### src/sv/log_record_crc32_checker_defines.svh
// Assertion helpers shared by the checker RTL.
`ifndef LOG_RECORD_CRC32_CHECKER_DEFINES_SVH
`define LOG_RECORD_CRC32_CHECKER_DEFINES_SVH

// Same-cycle implication, held off while reset is high.
`define LRCC_ASSERT_IMP(label, clk, rst, ante, cons) \
  label: assert property (@(posedge clk) disable iff (rst) (ante) |-> (cons)) \
    else $error("lrcc assertion failed");

// Next-cycle implication, held off while reset is high.
`define LRCC_ASSERT_NXT(label, clk, rst, ante, cons) \
  label: assert property (@(posedge clk) disable iff (rst) (ante) |=> (cons)) \
    else $error("lrcc assertion failed");

`endif

### src/sv/lrcc_pkg.sv
package lrcc_pkg;

  localparam logic [31:0] CRC_POLY = 32'hEDB8_8320;
  localparam logic [31:0] CRC_ONES = 32'hFFFF_FFFF;

  // Verdict codes
  localparam logic [1:0] ST_OK        = 2'd0;
  localparam logic [1:0] ST_MISMATCH  = 2'd1;
  localparam logic [1:0] ST_TRUNCATED = 2'd2;

  typedef struct packed {
    logic [7:0] in_byte;
    logic       end_of_stream;
  } log_in_t;

  typedef struct packed {
    logic [7:0]  payload_byte;
    logic        payload_valid;
    logic        record_done;
    logic [7:0]  record_type;
    logic [31:0] payload_length;
    logic [31:0] record_index;
    logic [1:0]  status;
  } result_t;

  // Reflected CRC-32, one byte per call.
  function automatic logic [31:0] crc32_byte(input logic [31:0] crc, input logic [7:0] data);
    logic [31:0] c;
    c = crc ^ {24'd0, data};
    for (int k = 0; k < 8; k++) begin
      c = c[0] ? (CRC_POLY ^ (c >> 1)) : (c >> 1);
    end
    return c;
  endfunction

endpackage

### src/sv/lrcc_parser.sv
`include "log_record_crc32_checker_defines.svh"

module lrcc_parser (
  input  logic              clk,
  input  logic              rst,
  input  logic              step,
  input  lrcc_pkg::log_in_t item,
  output logic              has_result,
  output lrcc_pkg::result_t result
);
  import lrcc_pkg::*;

  // Phase: next header byte, or payload
  localparam logic [3:0] PH_TYPE    = 4'd0;
  localparam logic [3:0] PH_LEN0    = 4'd1;
  localparam logic [3:0] PH_LEN3    = 4'd4;
  localparam logic [3:0] PH_CRC0    = 4'd5;
  localparam logic [3:0] PH_CRC3    = 4'd8;
  localparam logic [3:0] PH_PAYLOAD = 4'd9;

  logic [3:0]  phase, phase_next;
  logic [31:0] remaining, remaining_next;
  logic [7:0]  held_type, held_type_next;
  logic [31:0] held_length, held_length_next;
  logic [31:0] held_crc, held_crc_next;
  logic [31:0] running_crc, running_crc_next;
  logic        halted, halted_next;
  logic [31:0] good_records, good_records_next;

  logic [31:0] crc_upd;
  logic        finished;
  logic        crc_ok;

  assign crc_upd = crc32_byte(running_crc, item.in_byte);

  always_comb begin
    phase_next        = phase;
    remaining_next    = remaining;
    held_type_next    = held_type;
    held_length_next  = held_length;
    held_crc_next     = held_crc;
    running_crc_next  = running_crc;
    halted_next       = halted;
    good_records_next = good_records;
    finished          = 1'b0;
    crc_ok            = 1'b0;
    result            = '0;

    if (halted) begin
      // dropping bytes until end of stream, then a fresh log
      if (item.end_of_stream) begin
        phase_next        = PH_TYPE;
        remaining_next    = '0;
        held_type_next    = '0;
        held_length_next  = '0;
        held_crc_next     = '0;
        running_crc_next  = CRC_ONES;
        halted_next       = 1'b0;
        good_records_next = '0;
      end
    end else begin
      unique case (phase) inside
        [PH_LEN0:PH_LEN3]: begin
          held_length_next = {held_length[23:0], item.in_byte};
          running_crc_next = crc_upd;
          phase_next       = phase + 4'd1;
        end
        [PH_CRC0:PH_CRC3]: begin
          held_crc_next = {held_crc[23:0], item.in_byte};
          if (phase == PH_CRC3) begin
            if (held_length == '0) begin
              finished = 1'b1;
            end else begin
              remaining_next = held_length;
              phase_next     = PH_PAYLOAD;
            end
          end else begin
            phase_next = phase + 4'd1;
          end
        end
        PH_PAYLOAD: begin
          result.payload_valid = 1'b1;
          result.payload_byte  = item.in_byte;
          running_crc_next     = crc_upd;
          remaining_next       = remaining - 32'd1;
          finished             = (remaining_next == '0);
        end
        default: begin
          // type byte; out-of-range phase codes land here as well
          held_type_next   = item.in_byte;
          held_length_next = '0;
          running_crc_next = crc_upd;
          phase_next       = PH_LEN0;
        end
      endcase

      if (finished || item.end_of_stream) begin
        result.record_done    = 1'b1;
        result.record_type    = held_type_next;
        result.payload_length = held_length_next;
        result.record_index   = good_records;
      end

      if (finished) begin
        crc_ok        = ((running_crc_next ^ CRC_ONES) == held_crc_next);
        result.status = crc_ok ? ST_OK : ST_MISMATCH;
      end else if (item.end_of_stream) begin
        result.status = ST_TRUNCATED;
      end

      if (finished || item.end_of_stream) begin
        phase_next       = PH_TYPE;
        remaining_next   = '0;
        held_type_next   = '0;
        held_length_next = '0;
        held_crc_next    = '0;
        running_crc_next = CRC_ONES;
        if (item.end_of_stream) begin
          good_records_next = '0;
        end else if (crc_ok) begin
          good_records_next = good_records + 32'd1;
        end else begin
          halted_next = 1'b1;
        end
      end
    end

    has_result = result.payload_valid | result.record_done;
  end

  always_ff @(posedge clk) begin
    if (rst) begin
      phase        <= PH_TYPE;
      remaining    <= '0;
      held_type    <= '0;
      held_length  <= '0;
      held_crc     <= '0;
      running_crc  <= CRC_ONES;
      halted       <= 1'b0;
      good_records <= '0;
    end else if (step) begin
      phase        <= phase_next;
      remaining    <= remaining_next;
      held_type    <= held_type_next;
      held_length  <= held_length_next;
      held_crc     <= held_crc_next;
      running_crc  <= running_crc_next;
      halted       <= halted_next;
      good_records <= good_records_next;
    end
  end

  `LRCC_ASSERT_IMP(a_halted_silent, clk, rst, halted, !has_result)
  `LRCC_ASSERT_IMP(a_payload_in_phase, clk, rst, result.payload_valid, phase == PH_PAYLOAD)
  `LRCC_ASSERT_NXT(a_good_count, clk, rst,
    step && result.record_done && result.status == ST_OK && !item.end_of_stream,
    good_records == $past(good_records) + 32'd1)

endmodule

### config.mk
export PLATFORM = sky130hd
export DESIGN_NAME = lrcc_parser
export DESIGN_NICKNAME = d
export VERILOG_FILES = /design/src/sv/lrcc_pkg.sv /design/src/sv/lrcc_parser.sv
export VERILOG_INCLUDE_DIRS = /design/src /design/src/sv
export SDC_FILE = /design/constraint.sdc
export NUM_CORES = 1
export LEC_CHECK = 0
export ABC_AREA = 1
export BUFFER_PORTS_ARGS = -buffer_cell sky130_fd_sc_hd__buf_2
export CORE_UTILIZATION = 62
export DETAILED_ROUTE_END_ITERATION = 8
export PLACE_DENSITY = 0.81
export REMOVE_ABC_BUFFERS = 1
export SLEW_MARGIN = 10
export SYNTH_ARGS = -nofsm -noshare
export SYNTH_HDL_FRONTEND = slang
export SYNTH_SLANG_ARGS = --single-unit
### constraint.sdc
create_clock -name clk -period 3.1 [get_ports clk]
set_input_delay 0.31 -clock clk [delete_from_list [all_inputs] [get_ports clk]]
set_output_delay 0.31 -clock clk [all_outputs]
set_load 0.05 [all_outputs]
==> run_results.csv, run 1 <==
group,metric,value,unit
run_status,status,"aborted with a tool error",
run_status,lastStage,"5_1_grt",
run_status,firstError,"[ERROR GRT-0232] Routing congestion too high. Check the congestion heatmap in the GUI.",
place,port_buffers,96,
synthesis,synth_edf_count,0,
synthesis,syn_area,12700,um2
synthesis,synth_seq_area_share,0.274,
place,pre_cts_slack,-0.0221,ns
floorplanning,rows,51,
synthesis,synthTopCellsByArea,"dfxtp_1 (27%), nand2_1 (21%), nor2_1 (8.3%)",
place,place.gp.congestion,1.00,
timing,worst-ep-kind,"output port",
synthesis,synth_common_cells,"nand2_1 (715), nor2_1 (280), inv_1 (242), nand3_1 (197), dfxtp_1 (173)",
global_routing,grt_use_total,0.717,
clock_tree,cts_buffers,17,
global_routing,grt_start_max_net_pins,133,
synthesis,ys_ff_latch,173,
clock_tree,clock-root-buffer,"clkbuf_16",
synthesis,ys.flop_type,"dfxtp_1",
synthesis,synth_top_area_frac,0.274,
timing,crit_endpoint,"result[44]",
global_routing,grt_overflow,86,
synthesis,synth_most_common_cell,"nand2_1",
floorplanning,die_h,145,um
floorplanning,ios,97,
synthesis,postSynthCellCount,2216,
clock_tree,max-clock-path-buffers,2,
floorplanning,initial_utilization,0.642,
place,dp_hpwl,30700,um
synthesis,ys_async_sr_fraction,0,
synthesis,ys_warn_count,0,
clock_tree,h-tree-depth,4,
clock_tree,cts_hold_buf,0,
clock_tree,clkSinkCount,173,
synthesis,synth_area_leader_cell,"dfxtp_1",
synthesis,ys_types,42,
synthesis,avgSynthCellArea,5.71,um2
floorplanning,die_x,145,um
timing repair:
action                                  in CTS
gates cloned                                 5
endpoints found under the setup margin      81
resized for setup                          193
setup buffers                               34
pin swaps                                   12
cells by family after synthesis:
group / synth area share
simple gates: 0.432
compound gates: 0.138
xor+xnor: 0.0298
flops: 0.274
fa+ha+maj: 0.00692
buf+inv: 0.120
layer usage:
metal | overflow | GRT usage
met1 | 0 | 0.741
met2 | 51 | 0.903
met3 | 3 | 0.499
met4 | 32 | 0.712
met5 | 0 | 0.261
through the flow:
step	std cells	hold WS [ns]	TNS (ns)	cell area, um2	utilization
after CTS	2655	0.238	-12.89	15500	0.785
after detailed placement	2584	0.455	-0.0336	14000	0.709
after floorplan	2111	0.379	-886.75	12100	-
after global placement	2584	0.452	0	14000	0.709
==> run 2: changes to the inputs <==
CORE_UTILIZATION = 40   (was 62)
PLACE_DENSITY = not set   (was 0.81)
PLACE_DENSITY_LB_ADDON = 0.15   (was not set)
==> run 2 against run 1 <==
Against the previous run: the flow now finishes, with violations (DRC, setup timing); synthesized cell count unchanged; area after synthesis unchanged.
==> run_results.csv, run 2 <==
group,metric,value,unit
detailed_routing,drt_first_pass_iters,7,
floorplanning,ios,97,
min_path,hold_path.class,"in2reg",
setup_path,critPathSlowestCell,"dfxtp_4",
synthesis,ys_warn_count,0,
timing,min_period,3.43,ns
power_and_ir_drop,p_leak,0.00795,uW
timing,fin_worst_skew,0.0174,ns
cells_and_area,layout_commonest_cell,"nand2_1",
timing,setup_viol,88,
detailed_routing,wl_per_cell,16.8,um
floorplanning,die_h,180,um
clock_tree,cts_buffers,17,
place,place.gp.congestion,0.975,
setup_path,startpoint_type,"flip-flop",
timing,setup_tns,-21.62,ns
synthesis,synth_common_cells,"nand2_1 (715), nor2_1 (280), inv_1 (242), nand3_1 (197), dfxtp_1 (173)",
synthesis,ys_types,42,
timing,worst_pin_slew,0.667,ns
synthesis,synth_seq_area_share,0.274,
floorplanning,dieArea,32400,um2
run_status,status,"finished, violations left",
cells_and_area,final_util,0.571,
place,port_buffers,96,
clock_tree,clk_latency,0.47,ns
setup_path,r2r-start,"phase[1]",
global_routing,grt_use_total,0.285,
min_path,whs_endpoint,"halted",
clock_tree,clock-root-buffer,"clkbuf_16",
cells_and_area,fin_nets,2454,
place,dp_hpwl,31700,um
clock_tree,h-tree-depth,4,
clock_tree,max-clock-path-buffers,2,
clock_tree,cts_hold_buf,0,
setup_path,cp-end-kind,"output pin",
place,pre_cts_slack,-0.143,ns
clock_tree,cts.reportedPaths.clkPinSlew,0.08,ns
setup_path,worst-r2r-cell-count,27,
global_routing,antenna_found_initial,1,
setup_path,crit_buf_inv,5,
floorplanning,die_x,180,um
synthesis,syn_area,12700,um2
setup_path,cp_max_fo,7,
synthesis,postSynthCellCount,2216,
clock_tree,cts_tree,"yes",
timing,fmax,292,MHz
setup_path,cp.required,2.79,ns
detailed_routing,num_vias,15172,
run,drv_cap,0,
clock_tree,clkSinkCount,173,
synthesis,synth_most_common_cell,"nand2_1",
synthesis,avgSynthCellArea,5.71,um2
power_and_ir_drop,peakVddDrop,0.435,mV
synthesis,synth_top_area_frac,0.274,
detailed_routing,viasPerCell,5.33,
cells_and_area,layout-drive-gt1-share,0.247,
synthesis,synthTopCellsByArea,"dfxtp_1 (27%), nand2_1 (21%), nor2_1 (8.3%)",
detailed_routing,wirelength,47700,um
timing,post-route-period-util,1.11,
timing,setup_ws,-0.327,ns
setup_path,cpPeakStageDelay,0.37,ns
timing,report.final.slew_viol_count,0,
cells_and_area,mostFrequentLayoutCells,"nand2_1 (665), inv_1 (230), nand3_1 (187)",
synthesis,synth_edf_count,0,
setup_path,critical_path.top_delay_family,"simple AND/OR/NAND/NOR gates",
detailed_routing,drtIter0Drc,1150,
timing,fin_worst_hold_slack,0.200,ns
detailed_routing,drtAntennaViolNets,0,
cells_and_area,final_cell_count_no_fill,2845,
setup_path,cp_cell_sequence,"buf_6, nor2_4, nand2_4, nor2_4, nand2_2, xor2_1, nand2_1, nor2_2, nand3b_1, nor2_2, nand3_2, nand2_2, nor2_2, inv_2, nand2_4, buf_12, clkbuf_16, nor2_2, buf_6",
power_and_ir_drop,pwr_density_cell,467,nW/um2
setup_path,r2r-end,"good_records[12]",
floorplanning,initial_utilization,0.411,
setup_path,worst_path_most_repeated_cell,"nor2_2",
synthesis,synth_area_leader_cell,"dfxtp_1",
floorplanning,fp.coreArea,30800,um2
global_routing,first_global_vias,14000,
run_status,violations,"DRC, setup timing",
synthesis,ys_async_sr_fraction,0,
global_routing,grt_overflow,0,
global_routing,grt_pass1_wl,74100,um
min_path,worstHoldPathCells,3,
timing,slew_headroom,0.555,
synthesis,ys_ff_latch,173,
setup_path,crit_type,"reg2out",
setup_path,worstPathArrival,3.12,ns
synthesis,ys.flop_type,"dfxtp_1",
timing,rsz0062_at_grt,"yes",
detailed_routing,drc_errors,1,
floorplanning,rows,64,
setup_path,rrSetupSlack,-0.04,ns
global_routing,grt_start_max_net_pins,133,
cells_and_area,area_growth,39.0,%
timing,hold_viol,0,
place,numPlacedInstances,2745,
min_path,hold_path_startpoint,"step",
==> run 2: cell counts after synthesis <==
No cell type changed its count.
==> run 2: through the flow <==
step           total power (uW)  cell area, um2
3_5_place_dp               5170           14400
6_report                   8220           17600
2_1_floorplan              4110           12100
4_1_cts                    8040           16900
5_1_grt                    8640           17600
3_3_place_gp               5160           14400
==> run 2: cell type report <==
| type | instances | area [um2] |
|---|---|---|
| antenna | 1 | 2.50 |
| clock buffer | 18 | 439 |
| clock inverter | 14 | 174 |
| fill | 2988 | 13200 |
| inverter | 262 | 1010 |
| multi-input combinational | 1676 | 8730 |
| sequential | 173 | 3490 |
| tap | 396 | 495 |
| timing repair buffer | 305 | 3260 |
==> run 2: how the worst max path moves through the flow <==
stage	startpoint	depth (start not counted)	to	slack (ns)
3_3_place_gp	phase[1]	19	result[0]	-0.12
2_1_floorplan	halted	9	good_records[0]	-5.37
4_1_cts	phase[1]	23	result[0]	-0.30
3_5_place_dp	phase[1]	19	result[0]	-0.14
5_1_grt	remaining[2]	19	result[45]	-0.54
6_report	remaining[2]	19	result[45]	-0.33
==> run 2: timing repair <==
action / CTS / global route
cloned: 11 / 7
setup endpoints to repair: 113 / 112
setup buffers: 43 / 14
resized for setup: 403 / 142
pin swaps: 46 / 47
==> run 2: worst register-to-register path, cell delays in order, from the launching register on <==
cell	delay (ns)
dfxtp_2	0.36
inv_4	0.06
ha_4	0.17
inv_4	0.06
nand2_4	0.05
nand2_4	0.09
nand2_8	0.08
buf_12	0.16
buf_16	0.15
o21ai_2	0.14
buf_6	0.12
inv_2	0.03
nand2_1	0.05
nand2_1	0.05
nor2_1	0.12
nand2_1	0.12
nor2_1	0.12
nand3_1	0.08
nor2_1	0.11
nand2_2	0.12
buf_6	0.14
buf_6	0.12
nand2_8	0.08
nand2_8	0.09
clkbuf_16	0.21
nand2_1	0.07
nand2_1	0.05
nor2_1	0.09
==> run 2: per-layer routing <==
layer	wire, um	global-route usage	up-vias
met1	20700	0.371	7111
met3	2780	0.0389	86
li1	-	-	7482
met4	1600	0.107	0
met2	22500	0.479	493
met5	0	0	-
==> run 2: cells by family after synthesis <==
kind of cell	share of synthesized area
xor gates and xnor gates	0.0298
adders and majority gates	0.00692
AOI/OAI and AO/OA	0.138
buffers and inverters	0.120
DFF	0.274
and+or+nand+nor	0.432
==> run 2: power breakdown <==
part           internal [uW]  switching, uW  total [uW]
Sequential              2330            104        2430
Combinational           1380           2100        3480
Clock                   1180           1130        2310
Note: power is estimated with default switching activity, not from simulation.
==> run 3: changes to the inputs <==
TNS_END_PERCENT = 10   (was not set)
==> run 3 against run 2 <==
Against the previous run: the run still ends with DRC, setup timing left; non-clock buffer count fell by 4; wire length fell by 1.3%; worst setup slack improved by 0.019 ns; sequential share of layout area rose by 0.34 points.
==> run_results.csv, run 3 (same netlist as run 2, synthesis figures left out) <==
group,metric,value,unit
timing,slew_headroom,0.571,
global_routing,grt_pass1_wl,73400,um
timing,setup_viol,91,
setup_path,worst-r2r-cell-count,26,
setup_path,crit_type,"reg2out",
cells_and_area,regArea,3490,um2
timing,post-route-period-util,1.10,
run,drv_cap,0,
setup_path,crit_buf_inv,5,
place,placed_area,14400,um2
run_status,violations,"DRC, setup timing",
cells_and_area,area_growth,36.8,%
global_routing,grt_use_total,0.282,
floorplanning,die_h,180,um
timing,fmax,293,MHz
clock_tree,cts_buffers,17,
global_routing,first_global_vias,13933,
floorplanning,initial_utilization,0.411,
min_path,hold_path_startpoint,"step",
cells_and_area,multiInputGateArea,8600,um2
detailed_routing,drt_first_pass_iters,7,
setup_path,cp_cell_sequence,"buf_6, nor2_4, nand2_4, nor2_4, nand2_2, xor2_1, nand2_1, nor2_2, nand3b_1, nor2_2, nand3_2, nand2_2, nor2_2, inv_2, nand2_4, buf_6, clkbuf_16, nor2_2, buf_6",
timing,fin_worst_hold_slack,0.199,ns
setup_path,rrSetupSlack,-0.25,ns
timing,fin_worst_skew,0.0164,ns
place,port_buffers,96,
global_routing,grt_start_max_net_pins,133,
clock_tree,clkSinkCount,173,
cells_and_area,layout-drive-gt1-share,0.236,
run_status,status,"finished, violations left",
setup_path,cpPeakStageDelay,0.37,ns
setup_path,cp-end-kind,"output pin",
setup_path,startpoint_type,"flip-flop",
clock_tree,cts.reportedPaths.clkPinSlew,0.08,ns
setup_path,critPathSlowestCell,"dfxtp_4",
global_routing,grt_overflow,0,
cells_and_area,fin_nets,2450,
detailed_routing,num_vias,15065,
clock_tree,cts_tree,"yes",
floorplanning,fp.coreArea,30800,um2
global_routing,antenna_found_initial,1,
cells_and_area,fillers,3054,
setup_path,worstPathArrival,3.10,ns
setup_path,worst_path_most_repeated_cell,"nor2_2",
power_and_ir_drop,p_leak,0.00787,uW
detailed_routing,wirelength,47000,um
cells_and_area,final_util,0.562,
detailed_routing,wl_per_cell,16.6,um
min_path,worstHoldPathCells,3,
place,dp_hpwl,31700,um
setup_path,cp.required,2.79,ns
cells_and_area,fin_area,17300,um2
setup_path,critical_path.top_delay_family,"simple AND/OR/NAND/NOR gates",
clock_tree,h-tree-depth,4,
min_path,whs_endpoint,"halted",
timing,setup_ws,-0.307,ns
timing,report.final.slew_viol_count,0,
floorplanning,ios,97,
setup_path,r2r-end,"remaining[8]",
clock_tree,max-clock-path-buffers,2,
setup_path,r2r-start,"remaining[2]",
timing,min_period,3.41,ns
detailed_routing,viasPerCell,5.30,
power_and_ir_drop,pwr_density_cell,470,nW/um2
timing,worst_pin_slew,0.643,ns
power_and_ir_drop,total_power,8130,uW
setup_path,cp_max_fo,6,
min_path,hold_path.class,"in2reg",
power_and_ir_drop,peakVddDrop,0.433,mV
floorplanning,rows,64,
cells_and_area,layout_commonest_cell,"nand2_1",
clock_tree,clk_latency,0.46,ns
detailed_routing,drtAntennaViolNets,0,
floorplanning,dieArea,32400,um2
detailed_routing,drtIter0Drc,1299,
clock_tree,clock-root-buffer,"clkbuf_16",
timing,hold_viol,0,
cells_and_area,mostFrequentLayoutCells,"nand2_1 (678), inv_1 (233), nand3_1 (192)",
floorplanning,die_x,180,um
timing,rsz0062_at_grt,"yes",
place,place.gp.congestion,0.975,
detailed_routing,drc_errors,1,
timing,setup_tns,-19.93,ns
run 3: changes by cell type in the layout (fill, tap and decap cells not counted), sizes merged:
cell,change
clkinv,-1
buf,-2
inv,+1
clkbuf,-2
run 3: how the worst max path moves through the flow:
stage	startpoint	endpoint	slack, ns	cells after the start
2_1_floorplan	halted	good_records[0]	-5.37	9
3_3_place_gp	phase[1]	result[0]	-0.12	19
3_5_place_dp	phase[1]	result[0]	-0.14	19
4_1_cts	phase[1]	result[0]	-0.30	23
5_1_grt	remaining[2]	result[26]	-0.52	19
6_report	remaining[2]	result[68]	-0.31	19
run 3: where the power goes:
part / total, uW / switching (uW) / leakage [uW] / internal (uW)
logic: 3400 / 2060 / 0.00615 / 1330
clock network: 2310 / 1130 / 0.000300 / 1180
registers: 2430 / 105 / 0.00141 / 2330
run 3: final cells by class:
type / count / share of cell area
multi-input combinational: 1676 / 0.497
sequential: 173 / 0.202
timing repair buffer: 301 / 0.179
inverter: 262 / 0.0579
tap: 396 / 0.0286
clock buffer: 18 / 0.0254
clock inverter: 14 / 0.0100
antenna: 1 / 0.000145
run 3: what timing repair did:
item / CTS / global route
setup buffers: 41 / 9
hold buffers: 0 / 0
resized for setup: 331 / 166
pin swaps: 46 / 37
gates cloned: 8 / 7
endpoints found under the setup margin: 113 / 122
run 3: metal layers:
| layer | vias up | GRT usage | wire, um |
|---|---|---|---|
| met2 | 432 | 0.476 | 22400 |
| met1 | 7049 | 0.366 | 20600 |
| met4 | 0 | 0.103 | 1700 |
| met3 | 101 | 0.0383 | 2310 |
| li1 | 7483 | - | - |
| met5 | - | 0 | 0 |
run 3: through the flow:
step,instances,setup slack [ns]
floorplan,2111,-5.37
global placement,2745,-0.123
detailed placement,2745,-0.143
CTS,2826,-0.301
global route,2841,-0.516
finish,2841,-0.307
run 3: tightest hold or removal path: cells and delay by family:
kind / cells / cell delay, ns
AO/OA/AOI/OAI: 2 / 0.18
buffers and inverters: 1 / 0.12
